[src/hw/rtl/umec_pkg.sv]
// Package for the universal machine execute core: event codes, opcodes, widths.
// No dependencies.
`timescale 1ns / 1ps
package umec_pkg;
    localparam int REG_COUNT = 8;
    localparam int REG_IDX_W = $clog2(REG_COUNT);

    localparam logic [3:0] EV_DONE      = 4'd0;
    localparam logic [3:0] EV_READ      = 4'd1;
    localparam logic [3:0] EV_WRITE     = 4'd2;
    localparam logic [3:0] EV_MAP       = 4'd3;
    localparam logic [3:0] EV_UNMAP     = 4'd4;
    localparam logic [3:0] EV_OUTPUT    = 4'd5;
    localparam logic [3:0] EV_INPUT     = 4'd6;
    localparam logic [3:0] EV_LOADPROG  = 4'd7;
    localparam logic [3:0] EV_HALT      = 4'd8;
    localparam logic [3:0] EV_BADOP     = 4'd9;
    localparam logic [3:0] EV_DIVZERO   = 4'd10;
    localparam logic [3:0] EV_BADOUT    = 4'd11;
    localparam logic [3:0] EV_UNMAPZERO = 4'd12;
    localparam logic [3:0] EV_NOTREADY  = 4'd13;

    localparam logic [3:0] OP_CMOV  = 4'd0;
    localparam logic [3:0] OP_LOAD  = 4'd1;
    localparam logic [3:0] OP_STORE = 4'd2;
    localparam logic [3:0] OP_ADD   = 4'd3;
    localparam logic [3:0] OP_MUL   = 4'd4;
    localparam logic [3:0] OP_DIV   = 4'd5;
    localparam logic [3:0] OP_NAND  = 4'd6;
    localparam logic [3:0] OP_HALT  = 4'd7;
    localparam logic [3:0] OP_MAP   = 4'd8;
    localparam logic [3:0] OP_UNMAP = 4'd9;
    localparam logic [3:0] OP_OUT   = 4'd10;
    localparam logic [3:0] OP_IN    = 4'd11;
    localparam logic [3:0] OP_LDPRG = 4'd12;
    localparam logic [3:0] OP_LDIMM = 4'd13;

    localparam logic ACTION_EXEC  = 1'b0;
    localparam logic ACTION_REPLY = 1'b1;

    typedef struct packed {
        logic        action;
        logic [31:0] instruction;
        logic [31:0] reply_value;
    } t_in_item;

    typedef struct packed {
        logic [3:0]  event_res;
        logic [31:0] segment_id;
        logic [31:0] word_offset;
        logic [31:0] data_value;
        logic [31:0] next_pc;
    } t_out_item;

    // Control between the sequencer and the shared arithmetic unit.
    typedef struct packed {
        logic start;
        logic is_div;
    } t_alu_ctrl;

    typedef struct packed {
        logic busy;
        logic done;
    } t_alu_stat;
endpackage

[src/hw/rtl/umec_if.sv]
// Valid/ready channel interfaces for the universal machine execute core.
// Depends on umec_pkg for the item types.
`timescale 1ns / 1ps
interface umec_in_if;
    logic              valid;
    logic              ready;
    umec_pkg::t_in_item payload;
    modport source (output valid, output payload, input ready);
    modport sink   (input valid, input payload, output ready);
endinterface

interface umec_out_if;
    logic               valid;
    logic               ready;
    umec_pkg::t_out_item payload;
    modport source (output valid, output payload, input ready);
    modport sink   (input valid, input payload, output ready);
endinterface

[src/hw/rtl/umec_alu.sv]
// Shared multi-cycle multiply/divide unit: one bit of the operand per cycle.
// Depends on umec_pkg for the control and status structs.
`timescale 1ns / 1ps
module umec_alu (
    input  logic                i_clk,
    input  logic                i_rst_n,
    input  umec_pkg::t_alu_ctrl i_ctrl,
    input  logic [31:0]         i_op_b,
    input  logic [31:0]         i_op_c,
    output umec_pkg::t_alu_stat o_stat,
    output logic [31:0]         o_result
);
    logic        r_busy, n_busy;
    logic        r_done, n_done;
    logic        r_is_div, n_is_div;
    logic [5:0]  r_cnt, n_cnt;
    logic [31:0] r_acc, n_acc;     // product or remainder
    logic [31:0] r_q, n_q;         // multiplier bits or dividend/quotient
    logic [31:0] r_d, n_d;         // multiplicand or divisor
    logic [32:0] w_trial;

    assign w_trial = {r_acc, r_q[31]} - {1'b0, r_d};

    always_comb begin
        n_busy = r_busy;
        n_done = 1'b0;
        n_is_div = r_is_div;
        n_cnt = r_cnt;
        n_acc = r_acc;
        n_q = r_q;
        n_d = r_d;
        if (i_ctrl.start) begin
            n_busy = 1'b1;
            n_is_div = i_ctrl.is_div;
            n_cnt = 6'd32;
            n_acc = '0;
            n_q = i_op_b;
            n_d = i_op_c;
        end else if (r_busy) begin
            if (r_is_div) begin
                if (!w_trial[32]) begin
                    n_acc = w_trial[31:0];
                    n_q = {r_q[30:0], 1'b1};
                end else begin
                    n_acc = {r_acc[30:0], r_q[31]};
                    n_q = {r_q[30:0], 1'b0};
                end
            end else begin
                // Shift-add multiply from the top bit of B down.
                n_acc = {r_acc[30:0], 1'b0} + (r_q[31] ? r_d : 32'd0);
                n_q = {r_q[30:0], 1'b0};
            end
            n_cnt = r_cnt - 6'd1;
            if (r_cnt == 6'd1) begin
                n_busy = 1'b0;
                n_done = 1'b1;
            end
        end
    end

    always_ff @(posedge i_clk) begin
        if (!i_rst_n) begin
            r_busy <= 1'b0;
            r_done <= 1'b0;
        end else begin
            r_busy <= n_busy;
            r_done <= n_done;
        end
        r_is_div <= n_is_div;
        r_cnt <= n_cnt;
        r_acc <= n_acc;
        r_q <= n_q;
        r_d <= n_d;
    end

    assign o_stat.busy = r_busy;
    assign o_stat.done = r_done;
    assign o_result = r_is_div ? r_q : r_acc;
endmodule

[src/hw/rtl/universal_machine_execute_core.sv]
// Top level of the universal machine execute core: decode, register file, sequencer.
// Depends on umec_pkg, umec_if and umec_alu.
`timescale 1ns / 1ps
// Usage:
// Items enter on in_ch: an action bit, an instruction word and a reply value.
// Action 0 executes the instruction; action 1 delivers the reply to the
// outstanding load, map or input request, whose value lands in the target
// register. Every accepted item yields exactly one item on out_ch carrying
// the event code, the segment, offset and data of any request, and the
// program counter after the step.
// An item is decoded and, for simple operations, finished in the
// cycle after it is accepted, and its result is registered at the close
// of that cycle. Multiply and divide go through the shared bit-serial
// unit, which retires one bit per cycle; their result is registered once
// that unit reports done.
// The block takes one item at a time: in_ch.ready is high only while the
// core is idle and the output register is empty.
// When the receiver stalls, the result stays in the output register and no
// new item is taken until it is drained.
// Reset clears the registers, the program counter, the pending request and
// the halted flag, and empties the output register.
module universal_machine_execute_core (
    input  logic       i_clk,
    input  logic       i_rst_n,
    umec_in_if.sink    in_ch,
    umec_out_if.source out_ch
);
    localparam logic [1:0] ST_IDLE = 2'd0;
    localparam logic [1:0] ST_EXEC = 2'd1;
    localparam logic [1:0] ST_WAIT = 2'd2;

    logic [1:0]  r_state, n_state;
    logic [31:0] r_regs [umec_pkg::REG_COUNT];
    logic [31:0] r_pc;
    logic        r_pend;
    logic [umec_pkg::REG_IDX_W-1:0] r_pend_tgt;
    logic        r_halted;
    umec_pkg::t_in_item  r_item;
    umec_pkg::t_out_item r_out;
    logic        r_out_valid;
    logic [umec_pkg::REG_IDX_W-1:0] r_wait_tgt;

    umec_pkg::t_alu_ctrl w_alu_ctrl;
    umec_pkg::t_alu_stat w_alu_stat;
    logic [31:0] w_alu_res;

    logic [3:0]  w_op;
    logic [umec_pkg::REG_IDX_W-1:0] w_a, w_b, w_c, w_imm_a;
    logic [31:0] w_ra, w_rb, w_rc, w_npc;

    assign w_op = r_item.instruction[31:28];
    assign w_a = r_item.instruction[8:6];
    assign w_b = r_item.instruction[5:3];
    assign w_c = r_item.instruction[2:0];
    assign w_imm_a = r_item.instruction[27:25];
    assign w_ra = r_regs[w_a];
    assign w_rb = r_regs[w_b];
    assign w_rc = r_regs[w_c];
    assign w_npc = r_pc + 32'd1;

    assign in_ch.ready = (r_state == ST_IDLE) && !r_out_valid;
    assign out_ch.valid = r_out_valid;
    assign out_ch.payload = r_out;

    umec_alu u_alu (
        .i_clk    (i_clk),
        .i_rst_n  (i_rst_n),
        .i_ctrl   (w_alu_ctrl),
        .i_op_b   (w_rb),
        .i_op_c   (w_rc),
        .o_stat   (w_alu_stat),
        .o_result (w_alu_res)
    );

    // Decode: compute the result and any register write for the held item.
    logic        w_wr_en;
    logic [umec_pkg::REG_IDX_W-1:0] w_wr_idx;
    logic [31:0] w_wr_val;
    umec_pkg::t_out_item w_res;
    logic        w_set_pend, w_set_halt, w_clr_pend, w_start_alu, w_upd_pc;
    logic [umec_pkg::REG_IDX_W-1:0] w_pend_tgt;
    logic [31:0] w_new_pc;

    always_comb begin
        w_wr_en = 1'b0;
        w_wr_idx = w_a;
        w_wr_val = '0;
        w_res = '0;
        w_res.event_res = umec_pkg::EV_DONE;
        w_set_pend = 1'b0;
        w_clr_pend = 1'b0;
        w_set_halt = 1'b0;
        w_start_alu = 1'b0;
        w_upd_pc = 1'b0;
        w_pend_tgt = w_a;
        w_new_pc = w_npc;
        if (r_item.action) begin
            if (r_pend) begin
                w_wr_en = 1'b1;
                w_wr_idx = r_pend_tgt;
                w_wr_val = r_item.reply_value;
                w_clr_pend = 1'b1;
            end else begin
                w_res.event_res = umec_pkg::EV_NOTREADY;
            end
        end else if (r_halted) begin
            w_res.event_res = umec_pkg::EV_HALT;
        end else if (r_pend) begin
            w_res.event_res = umec_pkg::EV_NOTREADY;
        end else begin
            w_upd_pc = 1'b1;
            unique case (w_op)
                umec_pkg::OP_CMOV: begin
                    w_wr_en = (w_rc != 32'd0);
                    w_wr_val = w_rb;
                end
                umec_pkg::OP_LOAD: begin
                    w_res.event_res = umec_pkg::EV_READ;
                    w_res.segment_id = w_rb;
                    w_res.word_offset = w_rc;
                    w_set_pend = 1'b1;
                end
                umec_pkg::OP_STORE: begin
                    w_res.event_res = umec_pkg::EV_WRITE;
                    w_res.segment_id = w_ra;
                    w_res.word_offset = w_rb;
                    w_res.data_value = w_rc;
                end
                umec_pkg::OP_ADD: begin
                    w_wr_en = 1'b1;
                    w_wr_val = w_rb + w_rc;
                end
                umec_pkg::OP_MUL: w_start_alu = 1'b1;
                umec_pkg::OP_DIV: begin
                    if (w_rc == 32'd0) w_res.event_res = umec_pkg::EV_DIVZERO;
                    else w_start_alu = 1'b1;
                end
                umec_pkg::OP_NAND: begin
                    w_wr_en = 1'b1;
                    w_wr_val = ~(w_rb & w_rc);
                end
                umec_pkg::OP_HALT: begin
                    w_res.event_res = umec_pkg::EV_HALT;
                    w_set_halt = 1'b1;
                    w_new_pc = r_pc;
                end
                umec_pkg::OP_MAP: begin
                    w_res.event_res = umec_pkg::EV_MAP;
                    w_res.segment_id = w_rc;
                    w_set_pend = 1'b1;
                    w_pend_tgt = w_b;
                end
                umec_pkg::OP_UNMAP: begin
                    if (w_rc == 32'd0) begin
                        w_res.event_res = umec_pkg::EV_UNMAPZERO;
                    end else begin
                        w_res.event_res = umec_pkg::EV_UNMAP;
                        w_res.segment_id = w_rc;
                    end
                end
                umec_pkg::OP_OUT: begin
                    if (w_rc > 32'd255) begin
                        w_res.event_res = umec_pkg::EV_BADOUT;
                    end else begin
                        w_res.event_res = umec_pkg::EV_OUTPUT;
                        w_res.data_value = w_rc;
                    end
                end
                umec_pkg::OP_IN: begin
                    w_res.event_res = umec_pkg::EV_INPUT;
                    w_set_pend = 1'b1;
                    w_pend_tgt = w_c;
                end
                umec_pkg::OP_LDPRG: begin
                    w_res.event_res = umec_pkg::EV_LOADPROG;
                    w_res.segment_id = w_rb;
                    w_new_pc = w_rc;
                end
                umec_pkg::OP_LDIMM: begin
                    w_wr_en = 1'b1;
                    w_wr_idx = w_imm_a;
                    w_wr_val = {7'd0, r_item.instruction[24:0]};
                end
                default: w_res.event_res = umec_pkg::EV_BADOP;
            endcase
        end
        w_res.next_pc = w_upd_pc ? w_new_pc : r_pc;
    end

    assign w_alu_ctrl.start = (r_state == ST_EXEC) && w_start_alu;
    assign w_alu_ctrl.is_div = (w_op == umec_pkg::OP_DIV);

    always_comb begin
        n_state = r_state;
        unique case (r_state)
            ST_IDLE: if (in_ch.valid && in_ch.ready) n_state = ST_EXEC;
            ST_EXEC: n_state = w_start_alu ? ST_WAIT : ST_IDLE;
            ST_WAIT: if (w_alu_stat.done) n_state = ST_IDLE;
            default: n_state = ST_IDLE;
        endcase
    end

    always_ff @(posedge i_clk) begin
        if (!i_rst_n) begin
            r_state <= ST_IDLE;
            r_pc <= '0;
            r_pend <= 1'b0;
            r_pend_tgt <= '0;
            r_halted <= 1'b0;
            r_out_valid <= 1'b0;
            for (int i = 0; i < umec_pkg::REG_COUNT; i++) r_regs[i] <= '0;
        end else begin
            r_state <= n_state;
            if (out_ch.valid && out_ch.ready) r_out_valid <= 1'b0;
            if (r_state == ST_EXEC) begin
                if (w_wr_en) r_regs[w_wr_idx] <= w_wr_val;
                if (w_set_pend) begin
                    r_pend <= 1'b1;
                    r_pend_tgt <= w_pend_tgt;
                end
                if (w_clr_pend) r_pend <= 1'b0;
                if (w_set_halt) r_halted <= 1'b1;
                if (w_upd_pc) r_pc <= w_new_pc;
                if (!w_start_alu) r_out_valid <= 1'b1;
            end
            if (r_state == ST_WAIT && w_alu_stat.done) begin
                r_regs[r_wait_tgt] <= w_alu_res;
                r_out_valid <= 1'b1;
            end
        end
    end

    always_ff @(posedge i_clk) begin
        if (in_ch.valid && in_ch.ready) r_item <= in_ch.payload;
        if (r_state == ST_EXEC) begin
            r_out <= w_res;
            r_wait_tgt <= w_a;
        end
    end
endmodule

[src/flat_wrapper.sv]
// flat-port wrapper written by rule: the top's interface ports become plain ports
module universal_machine_execute_core_flat 
  (i_clk, i_rst_n, in_ch_valid, in_ch_payload, in_ch_ready, out_ch_valid, out_ch_payload, out_ch_ready);
  umec_in_if in_ch_i ();
  umec_out_if out_ch_i ();
  input  logic i_clk;
  input  logic i_rst_n;
  input wire logic [$bits(in_ch_i.valid)-1:0] in_ch_valid;
  input wire logic [$bits(in_ch_i.payload)-1:0] in_ch_payload;
  output wire logic [$bits(in_ch_i.ready)-1:0] in_ch_ready;
  output wire logic [$bits(out_ch_i.valid)-1:0] out_ch_valid;
  output wire logic [$bits(out_ch_i.payload)-1:0] out_ch_payload;
  input wire logic [$bits(out_ch_i.ready)-1:0] out_ch_ready;
  assign in_ch_i.valid = in_ch_valid;
  assign in_ch_i.payload = in_ch_payload;
  assign in_ch_ready = in_ch_i.ready;
  assign out_ch_valid = out_ch_i.valid;
  assign out_ch_payload = out_ch_i.payload;
  assign out_ch_i.ready = out_ch_ready;
  universal_machine_execute_core u_core (.i_clk(i_clk), .i_rst_n(i_rst_n), .in_ch(in_ch_i), .out_ch(out_ch_i));
endmodule
[config.mk]
export PLATFORM = sky130hd
export DESIGN_NAME = universal_machine_execute_core_flat
export DESIGN_NICKNAME = d
export VERILOG_FILES = /design/src/hw/rtl/umec_pkg.sv /design/src/hw/rtl/umec_if.sv /design/src/hw/rtl/umec_alu.sv /design/src/hw/rtl/universal_machine_execute_core.sv /design/src/flat_wrapper.sv
export SDC_FILE = /design/constraint.sdc
export NUM_CORES = 1
export LEC_CHECK = 0
export BUFFER_PORTS_ARGS = -buffer_cell sky130_fd_sc_hd__buf_4
export CORE_ASPECT_RATIO = 1.25
export CORE_UTILIZATION = 25
export CTS_BUF_LIST = sky130_fd_sc_hd__clkbuf_4
export CTS_CLUSTER_DIAMETER = 120
export CTS_CLUSTER_SIZE = 24
export DETAILED_ROUTE_END_ITERATION = 10
export GPL_TIMING_DRIVEN = 1
export HOLD_SLACK_MARGIN = 0.03
export PLACE_DENSITY = 0.5
export SETUP_SLACK_MARGIN = 0.3
export SLEW_MARGIN = 20
export SYNTH_ARGS = -nofsm -noshare
export SYNTH_HDL_FRONTEND = slang
export SYNTH_SLANG_ARGS = --single-unit
[constraint.sdc]
create_clock -name i_clk -period 7.4 [get_ports i_clk]
set_input_delay 1.11 -clock i_clk [delete_from_list [all_inputs] [get_ports i_clk]]
set_output_delay 1.11 -clock i_clk [all_outputs]
set_load 0.02 [all_outputs]
==> metrics.txt, run 1 <==
Util after Layout 28.0%; die width 346 µm; Comb pwr share between 30% and 40%; Yosys cell types 94; CTS tree yes; R2R depth 13; IO Count 203; pin count of the biggest net entering global routing 75; htree depth 1; routed len/inst ~28 µm; Multi-input gate area about 18000 µm²; number of synthesized flops with an enable pin 521; clock transition at the registers of the reported paths ~0.28 ns; Register Area between 15000 and 20000 µm²; max-slew violations 0; Post-synth ARST share 0%; antenna violations before repair 12; clock sinks 610; top_reg_cell synth edfxtp_1; IO buf count 202; crit-path max FO 42; top post-synthesis cells by area edfxtp_1, mux4_2, dfxtp_1, nor2_1, ha_1; post-CTS sizing 0; most frequent cell after synthesis edfxtp_1; row cnt 157; period utilization 78.4%; Vias/cell 5.48; clock share of power roughly 16%; outcome completed; vias in the first global route 28.4k; max-cap viol count 0; CP arrival about 6.6 ns; fillers 15.3k; Nets 3601; Post-Place Worst Slack 1.76 ns; Tightest Pin Transition 1.13 ns; CP Launch Type register; Hold Violations, Final 0; Syn Inst Count 3317; Psw 3.36 mW; wirelength, routed 150000 µm; critical path endpoint category register; hold path cells 1; Mapped Area 36900 µm²; DP Area 40600 µm²; post-layout worst setup margin approximately 1.6 ns; Final Skew 0.0690 ns; routed via count 29.4k; setup violators final 0; Core ar. 147000 µm²; post-synthesis sequential area ratio between 40 and 50%; postcts setup bufs 0; CTS Buf Count 31; fin crit period roughly 5.8 ns; Reg2Reg Capture Point u_core.r_regs[7][29]$_SDFFCE_PN0P_; GPL Wtd Cong 0.967; end of the critical path u_core.r_regs[7][29]$_SDFFCE_PN0P_; syn_area_per_cell about 11 µm²; first-iteration detailed-routing DRC count around 3.4k; post-DP HPWL 109000 µm; Leak 14.8 nW; top cells by count, synth edfxtp_1, nor2_1, nand2_1; Setup TNS 0 ns; Synth top area share 42.4%; layout cells sized above 1 19.3%; Worst VDD drop 0.000184 V; RSZ-0062 raised after global routing false; grt ovf 0; YS warnings 0; CTS root buf clkbuf_4; total global-route track usage between 15 and 20%; sw frac 37.9%; FF-to-FF setup slack 1.60 ns; first-pass GRT wire length 212000 µm; slew margin rel. 23.9%; clock latency on the worst-skew pair between 1 and 1.5 ns; CTS max path bufs 3; die height 432 µm; Seq pwr share 48.4%; P_int 5.51 mW; DRC 0; DRT Pass-1 Iters 6; Die Area 149000 µm²; cell taking the most area after synthesis edfxtp_1; Max Fclk about 170 MHz; Req. time, crit path between 8 and 9 ns; #FFs+latches synth 610; Design Area, Final approximately 40000 µm²; Setup CP Type register to register; Starting Density between 20 and 30%; DRT antenna net count 0; syn nets ~3.5k; pwr/cell area roughly 220 nW/µm²; Inst Count DP 5306; fin cells 5368; Layout area overhead 11.3%; min-delay worst type input pin to register; Post-CTS Hold Fix Bufs 0
-- registers in the layout, indices dropped and copies added, names as in the netlist, 2 cells and up, named ones only --
| signal | count |
|---|---|
| u_core.out_ch.payload | 132 |
| u_core.r_item | 65 |
| u_core.r_pc | 32 |
| u_core.r_pend_tgt | 3 |
| u_core.r_regs | 256 |
| u_core.r_state | 2 |
| u_core.r_wait_tgt | 3 |
| u_core.u_alu.r_acc | 32 |
| u_core.u_alu.r_cnt | 6 |
| u_core.u_alu.r_d | 32 |
| u_core.u_alu.r_q | 32 |
-- cell usage in the layout, fill, tap and decap left out, drive strengths merged, types with 14 or more instances in the layout --
master and n:
o221a 18, and3 22, a221oi 21, o221ai 29
o211ai 25, a31oi 19, nor3b 18, mux4 189
nand4 24, o21a 33, nand2 228, o31ai 14
inv 138, xor2 29, nand2b 24, clkbuf 48
ha 98, a211oi 47, dfxtp 89, a21o 43
edfxtp 521, nor4 14, xnor2 45, buf 297
a221o 17, nor2b 22, nand3 42, o21ai 188
mux2 47, o22ai 67, a21oi 211, nor3 66
and2 20, nor2 461, mux2i 108
-- kinds of logic (layout without fill, tap and decap cells) --
group | after synthesis | in the layout | share of synthesized area [%]
buf+inv | 352 | 490 | 4.18
simple gates | 979 | 979 | 11.9
mux | 344 | 344 | 15.9
xor+xnor | 74 | 74 | 1.76
flops | 610 | 610 | 47.2
other cells | 0 | 5 | 0
fa+ha+maj | 101 | 101 | 3.49
compound gates | 857 | 857 | 15.5
-- layer usage --
| layer | up-vias | track usage, % | part of all wire, % |
|---|---|---|---|
| met5 | - | 0 | 0.069 |
| met4 | 16 | 10.8 | 6.2 |
| met3 | 231 | 2.54 | 7.3 |
| met2 | 1362 | 31.8 | 46 |
| met1 | 14800 | 25.1 | 40 |
| li1 | 12900 | - | - |
-- power groups by stage --
stage	combinational [mW]	clock, mW	sequential [mW]
3_5_place_dp	3.07	0	4.36
4_1_cts	3.09	1.51	4.29
3_3_place_gp	3.06	0	4.37
5_1_grt	3.34	1.60	4.33
6_report	3.11	1.46	4.30
2_1_floorplan	2.18	0	4.19
-- through the flow --
step | power [mW] | hold slack, ns
after floorplan | 6.37 | 0.461
after global placement | 7.43 | 0.478
after detailed placement | 7.44 | 0.485
after CTS | 8.89 | 0.0841
after global routing | 9.27 | 0.125
final | 8.87 | 0.163
-- cell type report --
type,instances,share of cell area (%)
Tap cell,1908,5.81
Sequential cell,610,42.5
Multi-Input combinational cell,2355,43.9
Clock inverter,9,0.195
Antenna cell,5,0.0305
Inverter,136,1.26
Timing Repair Buffer,297,5.47
Clock buffer,48,0.877
-- worst min path at each step --
stage	from	slack [ns]	to
after floorplan	u_core.u_alu.r_cnt[5]$_SDFFE_PP1P_	0.46	u_core.u_alu.r_cnt[5]$_SDFFE_PP1P_
after global placement	u_core.u_alu.r_cnt[5]$_SDFFE_PP1P_	0.48	u_core.u_alu.r_cnt[5]$_SDFFE_PP1P_
after detailed placement	u_core.u_alu.r_cnt[5]$_SDFFE_PP1P_	0.49	u_core.u_alu.r_cnt[5]$_SDFFE_PP1P_
after CTS	in_ch_payload[23]	0.08	u_core.r_item[23]$_DFFE_PP_
after global routing	in_ch_payload[23]	0.13	u_core.r_item[23]$_DFFE_PP_
final	in_ch_payload[2]	0.16	u_core.r_item[2]$_DFFE_PP_
-- critical path: stages (launching register included) --
cell	delay (ns)
dfxtp_4	1.02
mux4_2	0.59
mux2i_1	0.35
inv_1	0.08
ha_1	0.36
a21o_1	0.22
a2111oi_0	0.38
o21ai_0	0.35
a221oi_1	0.54
o21a_1	0.32
o21ai_0	0.14
xnor2_1	0.14
a21oi_1	0.82
nor3_1	0.13
No activity file was read; power rests on OpenSTA's default activity.
==> inputs of run 2 (changes only) <==
- clock period: 7.4 -> 5.5 ns (I/O delays scaled with it)
==> run 2 against run 1 <==
  * Clock power rose by 35%
  * Global-route usage rose by 0.44 points
  * Non-clock buffer count rose by 145
  * Largest power group unchanged
  * Worst hold slack improved by 0.23 ns
  * Count of clock-buffer cells in the layout rose by 3
  * Combinational power rose by 44%
  * Critical path type unchanged
  * Critical path depth rose by 4
  * Register-to-register slack got worse by 1.1 ns
==> metrics.txt, run 2 (synthesis results as in run 1) <==
Nets 3745 (+4.0%); fin crit period 4.99 ns (-0.815 ns); Setup CP Type register to register; most frequent cells in the layout edfxtp_1, nor2_1, buf_4; htree depth 1 (unchanged); clock share of power 16.1% (-0.3 points); layout cells sized above 1 20.6% (+1.3 points); routed len/inst 28.2 µm (+0.59%); pwr/cell area 287 nW/µm² (+33%); grt ovf 0 (unchanged); Die Area 149000 µm² (unchanged); Leak 15.5 nW (+4.9%); met3 WL post-DR 11000 µm (-0.19%); crit-path max FO 19 (-55%); Multi-input gate area 18000 µm² (about the same); min-delay worst type input pin to register; Final Skew 0.171 ns (+0.102 ns); Core ar. 147000 µm² (unchanged); clock latency on the worst-skew pair 1.15 ns (+0.04 ns); wirelength, routed 155000 µm (+3.2%); Vias/cell 5.50 (+0.46%); setup violators final 0 (unchanged); vias in the first global route 29.1k (+2.4%); routed via count 30.3k (+3.1%); outcome completed; die height 432 µm (unchanged); row cnt 157 (unchanged); IO buf count 202 (unchanged); die width 346 µm (unchanged); DRT antenna net count 0 (unchanged); CTS root buf clkbuf_4; Starting Density 25.2% (unchanged); DRC 0 (unchanged); slew margin rel. 22.3% (-1.5 points); CTS max path bufs 3 (unchanged); sw frac 38.0% (+0.13 points); Layout area overhead 15.2%; total global-route track usage 20.0% (+0.44 points); first-pass GRT wire length 216000 µm (+2.0%); post-DP HPWL 113000 µm (+4.0%); period utilization 90.7% (+12 points); DR top layer met5; Tightest Pin Transition 1.17 ns (+0.0351 ns); largest reg by FF count u_core.r_regs; IO Count 203 (unchanged); fin cells 5508 (+2.6%); Psw 4.64 mW (+38%); CTS Buf Count 30 (-3.2%); Register Area 17500 µm² (about the same); antenna violations before repair 7 (-5); DRT met1 WL 61300 µm (+1.4%); Max Fclk 200 MHz (+16%); Worst VDD drop 0.000178 V (-3.2%); clock transition at the registers of the reported paths 0.27 ns (about the same); first-iteration detailed-routing DRC count 3776 (+9.7%); Comb pwr share 36.7% (+1.6 points); pin count of the biggest net entering global routing 72 (-4.0%); CP Launch Type register; Largest register FFs 256 (unchanged); max-slew violations 0 (unchanged); Seq pwr share 47.1% (-1.3 points); RSZ-0062 raised after global routing false; Req. time, crit path 6.31 ns (-1.90 ns); DRT Pass-1 Iters 7 (+1); Hold Violations, Final 0 (unchanged); Inst Count DP 5379 (+1.4%); metal2 WL 71800 µm (+3.1%); CP arrival 5.80 ns (-0.82 ns); critical path endpoint category register; min-delay src in_ch_payload[16]; P_int 7.56 mW (+37%); hold_ws 0.395 ns (+0.232 ns); commonest non-fill, non-tap cell in the layout edfxtp_1; max-cap viol count 0 (unchanged); Setup TNS 0 ns (unchanged); clock sinks 610 (unchanged); CTS tree yes; GPL Wtd Cong 0.970 (+0.28%); fillers 15.1k (-1.1%)
[run 2: changes by cell type in the layout (fill, tap and decap cells not counted), moves of 3 or more]
cell	previous run	this run
clkbuf_4	48	51
buf_4	295	357
diode_2	5	1
dlygate4sd3_1	0	69
buf_12	1	13
[run 2: power by group through the flow]
stage | logic (mW) | clock network, mW | registers [mW]
after CTS | 4.39 | 2.03 | 5.75
after global routing | 4.78 | 2.15 | 5.79
after detailed placement | 4.33 | 0 | 5.85
final | 4.48 | 1.97 | 5.75
after floorplan | 2.94 | 0 | 5.64
after global placement | 4.34 | 0 | 5.85
[run 2: what timing repair did]
item,in CTS,in global routing
setup endpoints to repair,0,38
buffers inserted,0,3
hold buffers,69,0
resized for setup,0,3
hold endpoints to repair,78,0
[run 2: cell type report]
type                    count  share of cell area, %
multi-input cells        2355                   42.4
flip-flops and latches    610                   41.1
repair buffers            442                   8.70
well taps                1908                   5.62
inverters                 136                   1.21
clock buffers              51                  0.901
clock inverters             5                  0.115
diodes                      1                0.00589
[run 2: worst max-delay path, stage by stage, from the launching register on]
cell      delay (ns)
dfxtp_4         0.60
buf_4           0.31
buf_4           0.26
mux4_2          0.33
mux2i_1         0.43
inv_1           0.09
ha_1            0.38
a211o_1         0.30
o211ai_1        0.14
a21boi_0        0.17
a221oi_1        0.43
buf_4           0.19
o21a_1          0.27
o21bai_1        0.13
xor2_1          0.15
a21oi_1         0.28
buf_4           0.22
nor3_1          0.06
[run 2: path summary, 6_finish.rpt]
check                                       end  cells after the start  slack, ns
max          u_core.r_regs[7][27]$_SDFFCE_PN0P_                     17       0.51
min                 u_core.r_item[16]$_DFFE_PP_                      2       0.39
max reg2reg  u_core.r_regs[7][27]$_SDFFCE_PN0P_                     17       0.51
min reg2reg      u_core.u_alu.r_busy$_SDFF_PN0_                      2       0.48
[run 2: metrics by stage]
stage	total power, mW	area [µm²]	utilization (%)	worst slack, ns
after floorplan	8.57	36900	-	0.365
after global placement	10.2	41300	28.2	0.399
after detailed placement	10.2	41300	28.2	0.347
after CTS	12.2	42400	29.0	0.384
after global routing	12.7	42500	29.0	0.317
final	12.2	42500	29.0	0.511
[run 2: routing by layer]
| metal | global-route usage (%) | vias up |
|---|---|---|
| met4 | 12.6 | 2 |
| li1 | - | 13200 |
| met2 | 32.6 | 1477 |
| met5 | 0 | - |
| met3 | 2.49 | 314 |
| met1 | 25.1 | 15300 |
